--- config.mk ---
export PLATFORM = sky130hd
export DESIGN_NAME = crc_checked_frame_receiver_flat
export DESIGN_NICKNAME = d
export VERILOG_FILES = /design/src/design/crcfr_pkg.sv /design/src/design/crcfr_if.sv /design/src/design/crc_checked_frame_receiver.sv /design/src/design/crcfr_front.sv /design/src/design/crcfr_fifo.sv /design/src/design/crcfr_back.sv /design/src/flat_wrapper.sv
export SDC_FILE = /design/constraint.sdc
export NUM_CORES = 1
export LEC_CHECK = 0
export BUFFER_PORTS_ARGS = -buffer_cell sky130_fd_sc_hd__buf_2
export CORE_MARGIN = 2
export CORE_UTILIZATION = 45
export DETAILED_ROUTE_END_ITERATION = 10
export PLACE_DENSITY_LB_ADDON = 0.15
export SLEW_MARGIN = 5
export SYNTH_ARGS = -nofsm -noshare
export SYNTH_HDL_FRONTEND = slang
export SYNTH_SLANG_ARGS = --single-unit
--- constraint.sdc ---
create_clock -name i_clk -period 5.85 [get_ports i_clk]
set_input_delay 0.585 -clock i_clk [delete_from_list [all_inputs] [get_ports i_clk]]
set_output_delay 0.585 -clock i_clk [all_outputs]
set_load 0.005 [all_outputs]
--- src/design/crcfr_pkg.sv ---
package crcfr_pkg;

    // Frame layout and protocol constants
    localparam logic [7:0]  SYNC_RESET     = 8'h3D;
    localparam logic [7:0]  CRC8_POLY      = 8'h39;
    localparam logic [7:0]  CRC8_INIT      = 8'h66;
    localparam logic [15:0] CRC16_POLY     = 16'h1021;
    localparam logic [15:0] CRC16_INIT     = 16'h913D;
    localparam logic [7:0]  CMD_STATUS     = 8'h80;
    localparam logic [7:0]  ST_ONLINE_WAIT = 8'hF1;
    localparam logic [7:0]  ST_ONLINE      = 8'hF0;
    localparam logic [7:0]  ST_OFFLINE     = 8'h0F;
    localparam logic [7:0]  MIN_FRAME      = 8'd7;
    localparam int          MASK_SLOTS     = 16;

    // Byte positions within a frame
    localparam logic [7:0] POS_HUNT = 8'd0;
    localparam logic [7:0] POS_ADDR = 8'd1;
    localparam logic [7:0] POS_LEN  = 8'd3;
    localparam logic [7:0] POS_HCRC = 8'd4;
    localparam logic [7:0] POS_CMD  = 8'd5;
    localparam logic [7:0] POS_STAT = 8'd6;

    // Parameter defaults
    localparam int MAX_FRAME_DEF  = 128;
    localparam int NUM_SLOTS_DEF  = 16;
    localparam int FIFO_DEPTH_DEF = 2;

    typedef enum logic [1:0] {
        VERDICT_OK      = 2'd0,
        VERDICT_CRC_BAD = 2'd1,
        VERDICT_RANGE   = 2'd2,
        VERDICT_SHORT   = 2'd3
    } t_verdict;

    // Completed frame, handed from front to back
    typedef struct packed {
        logic [7:0] addr;
        logic [7:0] cmd;
        logic [7:0] status;
        logic [7:0] len;
        logic       crc_ok;
        logic       short_frame;
    } t_event;

    function automatic logic [7:0] crc8_step(input logic [7:0] crc, input logic [7:0] b);
        logic [7:0] c;
        c = crc ^ b;
        for (int i = 0; i < 8; i++) begin
            c = c[7] ? ((c << 1) ^ CRC8_POLY) : (c << 1);
        end
        return c;
    endfunction

    function automatic logic [15:0] crc16_step(input logic [15:0] crc, input logic [7:0] b);
        logic [15:0] c;
        c = crc ^ {b, 8'h00};
        for (int i = 0; i < 8; i++) begin
            c = c[15] ? ((c << 1) ^ CRC16_POLY) : (c << 1);
        end
        return c;
    endfunction

endpackage

--- src/design/crcfr_if.sv ---
interface crcfr_byte_if;
    logic       valid;
    logic       ready;
    logic [7:0] rx_byte;
    modport source (output valid, output rx_byte, input ready);
    modport sink   (input valid, input rx_byte, output ready);
endinterface

interface crcfr_cfg_if;
    logic       valid;
    logic       ready;
    logic [7:0] sync_byte;
    modport source (output valid, output sync_byte, input ready);
    modport sink   (input valid, input sync_byte, output ready);
endinterface

interface crcfr_res_if;
    logic        valid;
    logic        ready;
    logic [7:0]  slot_address;
    logic [7:0]  command_code;
    logic [7:0]  status_code;
    logic [7:0]  frame_length;
    logic [1:0]  verdict;
    logic [15:0] online_mask;
    logic [15:0] waiting_mask;
    modport source (output valid, output slot_address, output command_code,
                    output status_code, output frame_length, output verdict,
                    output online_mask, output waiting_mask, input ready);
    modport sink   (input valid, input slot_address, input command_code,
                    input status_code, input frame_length, input verdict,
                    input online_mask, input waiting_mask, output ready);
    modport mon    (input valid, input slot_address, input command_code,
                    input status_code, input frame_length, input verdict,
                    input online_mask, input waiting_mask, input ready);
endinterface

--- src/design/crc_checked_frame_receiver.sv ---
// Channel  | Dir | Handshake     | Word
// ---------+-----+---------------+------------------------------------------
// i_rx     | in  | valid/ready   | rx_byte, one received serial byte
// i_cfg    | in  | valid/ready   | sync_byte, frame start value (reset 0x3D)
// o_res    | out | valid/ready   | frame verdict, captured fields, slot masks
//
// One byte per cycle sustained while the event queue is not full. The front
// parser steps CRC8 over the header and CRC16 over the frame up to the trailer.
// Verdicts reach o_res via the event queue, then the back-end output register.
// Synchronous active-low reset: hunting for sync, queue empty, masks cleared.
// i_rx.ready drops only while the event queue is full, i.e. the back end
// is held by o_res.ready for several frames in a row.
module crc_checked_frame_receiver #(
    parameter int MAX_FRAME  = crcfr_pkg::MAX_FRAME_DEF,
    parameter int NUM_SLOTS  = crcfr_pkg::NUM_SLOTS_DEF,
    parameter int FIFO_DEPTH = crcfr_pkg::FIFO_DEPTH_DEF
) (
    input  logic        i_clk,
    input  logic        i_rst_n,
    crcfr_byte_if.sink  i_rx,
    crcfr_cfg_if.sink   i_cfg,
    crcfr_res_if.source o_res
);
    import crcfr_pkg::*;

    // front -> queue
    logic   push;
    t_event push_event;
    logic   full;

    // queue -> back
    logic   pend_valid;
    t_event pend_event;
    logic   pop;

    // Front: sync hunt, header CRC8 check, length filter, trailer CRC16
    crcfr_front #(
        .MAX_FRAME (MAX_FRAME)
    ) u_front (
        .i_clk   (i_clk),
        .i_rst_n (i_rst_n),
        .i_rx    (i_rx),
        .i_cfg   (i_cfg),
        .i_full  (full),
        .o_push  (push),
        .o_event (push_event)
    );

    // Completed-frame queue decouples parsing from result delivery
    crcfr_fifo #(
        .DEPTH (FIFO_DEPTH)
    ) u_fifo (
        .i_clk   (i_clk),
        .i_rst_n (i_rst_n),
        .i_push  (push),
        .i_event (push_event),
        .i_pop   (pop),
        .o_full  (full),
        .o_valid (pend_valid),
        .o_event (pend_event)
    );

    // Back: verdict, slot mask update, output register
    crcfr_back #(
        .NUM_SLOTS (NUM_SLOTS)
    ) u_back (
        .i_clk   (i_clk),
        .i_rst_n (i_rst_n),
        .i_valid (pend_valid),
        .i_event (pend_event),
        .o_pop   (pop),
        .o_res   (o_res)
    );

endmodule

--- src/design/crcfr_front.sv ---
module crcfr_front #(
    parameter int MAX_FRAME = crcfr_pkg::MAX_FRAME_DEF
) (
    input  logic              i_clk,
    input  logic              i_rst_n,
    crcfr_byte_if.sink        i_rx,
    crcfr_cfg_if.sink         i_cfg,
    input  logic              i_full,
    output logic              o_push,
    output crcfr_pkg::t_event o_event
);
    import crcfr_pkg::*;

    logic [7:0]  r_sync, n_sync;
    logic [7:0]  r_pos, n_pos;
    logic [7:0]  r_len, n_len;
    logic [7:0]  r_hcrc, n_hcrc;
    logic [15:0] r_tcrc, n_tcrc;
    logic        r_low_ok, n_low_ok;
    logic [7:0]  r_addr, n_addr;
    logic [7:0]  r_cmd, n_cmd;
    logic [7:0]  r_status, n_status;

    logic        accept;
    logic [7:0]  b;
    logic        hit_low;
    logic        hit_last;

    assign i_rx.ready  = !i_full;
    assign i_cfg.ready = 1'b1;
    assign accept      = i_rx.valid && !i_full;
    assign b           = i_rx.rx_byte;
    assign hit_low     = ({1'b0, r_pos} + 9'd2) == {1'b0, r_len};
    assign hit_last    = ({1'b0, r_pos} + 9'd1) == {1'b0, r_len};

    always_comb begin
        n_sync   = r_sync;
        n_pos    = r_pos;
        n_len    = r_len;
        n_hcrc   = r_hcrc;
        n_tcrc   = r_tcrc;
        n_low_ok = r_low_ok;
        n_addr   = r_addr;
        n_cmd    = r_cmd;
        n_status = r_status;
        o_push   = 1'b0;

        o_event.addr        = r_addr;
        o_event.cmd         = r_cmd;
        o_event.status      = (r_pos == POS_STAT) ? b : r_status;
        o_event.len         = r_len;
        o_event.crc_ok      = r_low_ok && (b == r_tcrc[15:8]);
        o_event.short_frame = 1'b0;

        if (i_cfg.valid) begin
            n_sync = i_cfg.sync_byte;
        end

        if (accept) begin
            if (r_pos == POS_HUNT) begin
                if (b == r_sync) begin
                    n_hcrc   = crc8_step(CRC8_INIT, b);
                    n_tcrc   = crc16_step(CRC16_INIT, b);
                    n_low_ok = 1'b0;
                    n_addr   = '0;
                    n_cmd    = '0;
                    n_status = '0;
                    n_pos    = POS_ADDR;
                end
            end else if (r_pos < POS_HCRC) begin
                n_hcrc = crc8_step(r_hcrc, b);
                n_tcrc = crc16_step(r_tcrc, b);
                if (r_pos == POS_ADDR) begin
                    n_addr = b;
                end
                if (r_pos == POS_LEN) begin
                    n_len = b;
                end
                n_pos = r_pos + 8'd1;
            end else if (r_pos == POS_HCRC) begin
                if (b != r_hcrc || r_len > 8'(MAX_FRAME)) begin
                    n_pos = POS_HUNT;
                end else if (r_len < MIN_FRAME) begin
                    // short frame: verdict right after the header check
                    o_push              = 1'b1;
                    o_event.short_frame = 1'b1;
                    n_pos               = POS_HUNT;
                end else begin
                    n_tcrc = crc16_step(r_tcrc, b);
                    n_pos  = POS_CMD;
                end
            end else begin
                if (r_pos == POS_CMD) begin
                    n_cmd = b;
                end
                if (r_pos == POS_STAT) begin
                    n_status = b;
                end
                if (hit_low) begin
                    n_low_ok = (b == r_tcrc[7:0]);
                    n_pos    = r_pos + 8'd1;
                end else if (hit_last) begin
                    o_push = 1'b1;
                    n_pos  = POS_HUNT;
                end else begin
                    n_tcrc = crc16_step(r_tcrc, b);
                    n_pos  = r_pos + 8'd1;
                end
            end
        end
    end

    always_ff @(posedge i_clk) begin
        if (!i_rst_n) begin
            r_sync <= SYNC_RESET;
            r_pos  <= POS_HUNT;
        end else begin
            r_sync <= n_sync;
            r_pos  <= n_pos;
        end
        r_len    <= n_len;
        r_hcrc   <= n_hcrc;
        r_tcrc   <= n_tcrc;
        r_low_ok <= n_low_ok;
        r_addr   <= n_addr;
        r_cmd    <= n_cmd;
        r_status <= n_status;
    end

endmodule

--- src/design/crcfr_fifo.sv ---
module crcfr_fifo #(
    parameter int DEPTH = crcfr_pkg::FIFO_DEPTH_DEF
) (
    input  logic              i_clk,
    input  logic              i_rst_n,
    input  logic              i_push,
    input  crcfr_pkg::t_event i_event,
    input  logic              i_pop,
    output logic              o_full,
    output logic              o_valid,
    output crcfr_pkg::t_event o_event
);
    import crcfr_pkg::*;

    localparam int PTR_W = (DEPTH > 1) ? $clog2(DEPTH) : 1;
    localparam int CNT_W = $clog2(DEPTH + 1);

    t_event             r_mem [DEPTH];
    logic [PTR_W-1:0]   r_wr, n_wr;
    logic [PTR_W-1:0]   r_rd, n_rd;
    logic [CNT_W-1:0]   r_cnt, n_cnt;
    logic               do_push;
    logic               do_pop;

    assign o_full  = (r_cnt == CNT_W'(DEPTH));
    assign o_valid = (r_cnt != '0);
    assign o_event = r_mem[r_rd];
    assign do_push = i_push && !o_full;
    assign do_pop  = i_pop && o_valid;

    always_comb begin
        n_wr  = r_wr;
        n_rd  = r_rd;
        n_cnt = r_cnt;
        if (do_push) begin
            n_wr = (r_wr == PTR_W'(DEPTH - 1)) ? '0 : r_wr + PTR_W'(1);
        end
        if (do_pop) begin
            n_rd = (r_rd == PTR_W'(DEPTH - 1)) ? '0 : r_rd + PTR_W'(1);
        end
        if (do_push && !do_pop) begin
            n_cnt = r_cnt + CNT_W'(1);
        end else if (do_pop && !do_push) begin
            n_cnt = r_cnt - CNT_W'(1);
        end
    end

    always_ff @(posedge i_clk) begin
        if (!i_rst_n) begin
            r_wr  <= '0;
            r_rd  <= '0;
            r_cnt <= '0;
        end else begin
            r_wr  <= n_wr;
            r_rd  <= n_rd;
            r_cnt <= n_cnt;
        end
        if (do_push) begin
            r_mem[r_wr] <= i_event;
        end
    end

endmodule

--- src/design/crcfr_back.sv ---
module crcfr_back #(
    parameter int NUM_SLOTS = crcfr_pkg::NUM_SLOTS_DEF
) (
    input  logic              i_clk,
    input  logic              i_rst_n,
    input  logic              i_valid,
    input  crcfr_pkg::t_event i_event,
    output logic              o_pop,
    crcfr_res_if.source       o_res
);
    import crcfr_pkg::*;

    logic                  r_valid;
    logic [MASK_SLOTS-1:0] r_online, n_online;
    logic [MASK_SLOTS-1:0] r_waiting, n_waiting;
    t_event                r_ev;
    t_verdict              r_verdict, n_verdict;
    logic [MASK_SLOTS-1:0] bit_sel;
    logic                  in_range;

    assign o_pop    = i_valid && (!r_valid || o_res.ready);
    assign in_range = i_event.addr < 8'(NUM_SLOTS);
    assign bit_sel  = MASK_SLOTS'(1) << i_event.addr[3:0];

    always_comb begin
        n_online  = r_online;
        n_waiting = r_waiting;
        if (i_event.short_frame) begin
            n_verdict = VERDICT_SHORT;
        end else if (!i_event.crc_ok) begin
            n_verdict = VERDICT_CRC_BAD;
        end else if (!in_range) begin
            n_verdict = VERDICT_RANGE;
        end else begin
            n_verdict = VERDICT_OK;
            // slots past the mask width are accepted but not tracked
            if (i_event.cmd == CMD_STATUS && i_event.addr < 8'(MASK_SLOTS)) begin
                if (i_event.status == ST_ONLINE_WAIT) begin
                    n_online  = r_online | bit_sel;
                    n_waiting = r_waiting | bit_sel;
                end else if (i_event.status == ST_ONLINE) begin
                    n_online  = r_online | bit_sel;
                    n_waiting = r_waiting & ~bit_sel;
                end else if (i_event.status == ST_OFFLINE) begin
                    n_online  = r_online & ~bit_sel;
                    n_waiting = r_waiting & ~bit_sel;
                end
            end
        end
    end

    always_ff @(posedge i_clk) begin
        if (!i_rst_n) begin
            r_valid   <= 1'b0;
            r_online  <= '0;
            r_waiting <= '0;
        end else begin
            if (o_pop) begin
                r_valid   <= 1'b1;
                r_online  <= n_online;
                r_waiting <= n_waiting;
            end else if (o_res.ready) begin
                r_valid <= 1'b0;
            end
        end
        if (o_pop) begin
            r_ev      <= i_event;
            r_verdict <= n_verdict;
        end
    end

    assign o_res.valid        = r_valid;
    assign o_res.slot_address = r_ev.addr;
    assign o_res.command_code = r_ev.cmd;
    assign o_res.status_code  = r_ev.status;
    assign o_res.frame_length = r_ev.len;
    assign o_res.verdict      = r_verdict;
    assign o_res.online_mask  = r_online;
    assign o_res.waiting_mask = r_waiting;

endmodule

--- src/flat_wrapper.sv ---
// flat-port wrapper written by rule: the top's interface ports become plain ports
module crc_checked_frame_receiver_flat import crcfr_pkg::*;
#(
    parameter int MAX_FRAME  = crcfr_pkg::MAX_FRAME_DEF,
    parameter int NUM_SLOTS  = crcfr_pkg::NUM_SLOTS_DEF,
    parameter int FIFO_DEPTH = crcfr_pkg::FIFO_DEPTH_DEF
)
  (i_clk, i_rst_n, i_rx_valid, i_rx_rx_byte, i_rx_ready, i_cfg_valid, i_cfg_sync_byte, i_cfg_ready, o_res_valid, o_res_slot_address, o_res_command_code, o_res_status_code, o_res_frame_length, o_res_verdict, o_res_online_mask, o_res_waiting_mask, o_res_ready);
  crcfr_byte_if i_rx_i ();
  crcfr_cfg_if i_cfg_i ();
  crcfr_res_if o_res_i ();
  input  logic i_clk;
  input  logic i_rst_n;
  input wire logic [$bits(i_rx_i.valid)-1:0] i_rx_valid;
  input wire logic [$bits(i_rx_i.rx_byte)-1:0] i_rx_rx_byte;
  output wire logic [$bits(i_rx_i.ready)-1:0] i_rx_ready;
  input wire logic [$bits(i_cfg_i.valid)-1:0] i_cfg_valid;
  input wire logic [$bits(i_cfg_i.sync_byte)-1:0] i_cfg_sync_byte;
  output wire logic [$bits(i_cfg_i.ready)-1:0] i_cfg_ready;
  output wire logic [$bits(o_res_i.valid)-1:0] o_res_valid;
  output wire logic [$bits(o_res_i.slot_address)-1:0] o_res_slot_address;
  output wire logic [$bits(o_res_i.command_code)-1:0] o_res_command_code;
  output wire logic [$bits(o_res_i.status_code)-1:0] o_res_status_code;
  output wire logic [$bits(o_res_i.frame_length)-1:0] o_res_frame_length;
  output wire logic [$bits(o_res_i.verdict)-1:0] o_res_verdict;
  output wire logic [$bits(o_res_i.online_mask)-1:0] o_res_online_mask;
  output wire logic [$bits(o_res_i.waiting_mask)-1:0] o_res_waiting_mask;
  input wire logic [$bits(o_res_i.ready)-1:0] o_res_ready;
  assign i_rx_i.valid = i_rx_valid;
  assign i_rx_i.rx_byte = i_rx_rx_byte;
  assign i_rx_ready = i_rx_i.ready;
  assign i_cfg_i.valid = i_cfg_valid;
  assign i_cfg_i.sync_byte = i_cfg_sync_byte;
  assign i_cfg_ready = i_cfg_i.ready;
  assign o_res_valid = o_res_i.valid;
  assign o_res_slot_address = o_res_i.slot_address;
  assign o_res_command_code = o_res_i.command_code;
  assign o_res_status_code = o_res_i.status_code;
  assign o_res_frame_length = o_res_i.frame_length;
  assign o_res_verdict = o_res_i.verdict;
  assign o_res_online_mask = o_res_i.online_mask;
  assign o_res_waiting_mask = o_res_i.waiting_mask;
  assign o_res_i.ready = o_res_ready;
  crc_checked_frame_receiver #(.MAX_FRAME(MAX_FRAME), .NUM_SLOTS(NUM_SLOTS), .FIFO_DEPTH(FIFO_DEPTH)) u_core (.i_clk(i_clk), .i_rst_n(i_rst_n), .i_rx(i_rx_i), .i_cfg(i_cfg_i), .o_res(o_res_i));
endmodule
==> flow_summary.json <==
{
  "crit_path_max_incr_delay_ps": 1000,
  "cp_top_family": "simple AND/OR/NAND/NOR gates",
  "fin_crit_sh_pct": 64.2,
  "end_kind": "flop",
  "hold_buffers": 0,
  "critPathKind": "reg2reg",
  "period_needed_ps": 3760,
  "p_switching_mw": 1.00,
  "drv_slew": 0,
  "coreArea_sq_um": 21600,
  "switching_share_pct": 25.8,
  "io_buffers": 88,
  "cts_tree": "yes",
  "final_area_sq_um": 11300,
  "crit_fanout": 46,
  "ys_ff_latch": 213,
  "boundaryPins": 90,
  "tightest_slew_ps": 1050,
  "peakVddDrop_uv": 152,
  "routed_via_density": 5.50,
  "synth_mux_area_share_pct": 5.50,
  "cp.arrival_ps": 4190,
  "netlist_area_sq_um": 9830,
  "wl_mm": 22.1,
  "clk_path_buf_depth": 3,
  "path_depth": 6,
  "power_frac_seq_pct": 47.9,
  "p_comb_share_pct": 14.9,
  "crit_required_ps": 6280,
  "fin_ws_ps": 2090,
  "instances_no_fill": 1156,
  "postSynthAreaPerCell_sq_um": 12.6,
  "ys_seq_area_share_pct": 59.6,
  "fmax_mhz": 266,
  "synth_area_leaders": "edfxtp_1 49%, dfxtp_1 11%, xnor2_1 6.8%",
  "dieHeight_um": 152,
  "grt_pass1_wl_mm": 34.9,
  "numCtsBuffers": 24,
  "yosysTopAreaCell": "edfxtp_1",
  "synth_top_family_by_area": "XOR/XNOR gates",
  "antenna_found_initial": 0,
  "grt.overflow.total": 0,
  "fin_skew_ps": 14.5,
  "synth-simple-area-share_pct": 10.4,
  "drt_iter0_drc": 357,
  "crit_chain": "mux2i_1, nor4_1, and3_1, and2_0, nand3_1, a21oi_1",
  "synthXorXnorAreaFrac_pct": 11.9,
  "place_congestion": 0.877,
  "drive_gt1_share_pct": 18.7,
  "cts_resized": 0,
  "synthAdderAreaFrac_pct": 0.764,
  "wire_per_inst_um": 19.2,
  "start_kind": "flop",
  "grt_usage_pct": 19.6,
  "hold_path_startpoint": "i_cfg_sync_byte[3]",
  "worst-r2r-setup-slack_ps": 2090,
  "die-area_sq_um": 23000,
  "vias": 6360,
  "antennaDiodeCount": 0,
  "hold_violations": 0,
  "first_pass_iters": 5,
  "antenna_left": 0,
  "place_inst": 1112,
  "synth-compound-area-share_pct": 9.38,
  "clock_latency_ps": 500,
  "rr_worst_depth": 6,
  "placed_cell_area_sq_um": 10500,
  "internal_power_mw": 2.89,
  "setup_violations": 0,
  "status": "completed",
  "synth_ff_type": "edfxtp_1",
  "die_w_um": 152,
  "start_util_pct": 45.5,
  "pre_cts_ws_ps": 2070,
  "clkPwrFrac_pct": 37.2,
  "nets": 885,
  "path_buf_inv": 0,
  "fin_tns_setup_ps": 0,
  "post_cts_buffers": 0,
  "synthMostInstantiatedCell": "edfxtp_1",
  "async_flop_share_pct": 0,
  "power_density_nw_per_um2": 346,
  "ys_top_cells_by_count": "159 x edfxtp_1, 76 x xnor2_1, 54 x dfxtp_1",
  "power.leakage_nw": 3.91,
  "yosysTopAreaCellShare_pct": 48.6,
  "synth_edf_count": 159,
  "yosysWarnings": 0,
  "rsz0062_at_grt": "false",
  "clock-sinks": 213,
  "fp-row-count": 54,
  "critPathSlowestCell": "dfxtp_2",
  "root_buffer": "clkbuf_16",
  "synth.distinct_cells": 59,
  "grt_pass1_vias": 6291,
  "path_clk_slew_ps": 60,
  "worstHoldPathType": "in2reg",
  "dp_hpwl_mm": 15.2,
  "htree_levels": 1,
  "maxSlewHeadroom_pct": 29.9,
  "maxCapViolCount": 0,
  "area_delta_synth_final_pct": 14.6,
  "synthCells": 778,
  "syn_nets": 805,
  "drc": 0,
  "grt_max_degree": 47
}
cell type report:
class	count	area, sq um
Inverter	17	63.8
Fill cell	1881	10400
Sequential cell	213	5860
Timing Repair Buffer	93	478
Clock buffer	33	666
Multi-Input combinational cell	509	3750
Tap cell	280	350
Clock inverter	11	100
metrics by stage:
step	power, mW	hold WS (ps)	utilization [%]
final	3.90	305	52.1
after global routing	4.07	309	52.1
after CTS	3.94	280	52.1
after detailed placement	2.48	436	48.5
after global placement	2.47	432	48.5
after floorplan	2.28	421	-
tightest hold or removal path, delay by kind of cell:
kind	cells	cell delay, ps
buffers and inverters	1	80
multiplexers	1	50
AND/OR/NAND/NOR	1	60
kinds of logic (layout without fill, tap and decap cells):
group | count (synthesis) | after routing
adders and majority gates | 6 | 6
xor gates and xnor gates | 126 | 126
AOI/OAI and AO/OA | 128 | 128
other | 1 | 1
DFF | 213 | 213
and+or+nand+nor | 198 | 198
muxes | 50 | 50
buffers and inverters | 56 | 154
placed cells by master, fill, tap and decap left out, types with 3 or more instances in the layout:
cell type,n
o21ai_0,9
and3_1,4
buf_4,5
xnor2_1,76
inv_1,16
a21o_1,5
buf_2,88
clkinv_1,5
clkbuf_1,7
mux2_2,28
a21oi_1,49
clkinv_2,5
a22o_1,3
o31ai_1,33
nor2b_1,5
nand2_1,40
nand4_1,13
nand3_1,42
and2_1,20
a2111oi_4,4
mux2i_1,21
nor2_1,31
xnor3_1,4
dfxtp_1,53
nand2b_1,3
or4_1,5
a221o_1,4
xor2_1,45
nor4_1,6
o21a_1,4
clkbuf_16,25
edfxtp_1,159
ha_1,6
nor3b_1,5
nor3_1,12
metal layers:
layer,GRT usage (%),part of all wire (%),up-vias
met2,34.1,50,220
met5,0,0,-
met3,2.99,6.2,24
met1,25.6,42,3087
li1,-,-,3029
met4,5.00,1.4,0
power groups by stage:
stage / logic (mW) / clock network (mW) / registers, mW
after global routing: 0.641 / 1.54 / 1.88
after floorplan: 0.422 / 0 / 1.86
after CTS: 0.590 / 1.48 / 1.87
after global placement: 0.573 / 0 / 1.89
after detailed placement: 0.586 / 0 / 1.90
final: 0.581 / 1.45 / 1.86
worst min path at each step:
stage | cells after the start | endpoint | slack (ps)
2_1_floorplan | 0 | u_core.u_fifo.r_mem[0][18]$_DFFE_PP_ | 420
3_3_place_gp | 0 | u_core.u_fifo.r_mem[0][19]$_DFFE_PP_ | 430
3_5_place_dp | 0 | u_core.u_fifo.r_mem[0][29]$_DFFE_PP_ | 440
4_1_cts | 3 | u_core.u_front.r_sync[3]$_SDFFE_PN1P_ | 280
5_1_grt | 3 | u_core.u_front.r_sync[4]$_SDFFE_PN1P_ | 310
6_report | 3 | u_core.u_front.r_sync[3]$_SDFFE_PN1P_ | 300
No activity file was read; power rests on OpenSTA's default activity.
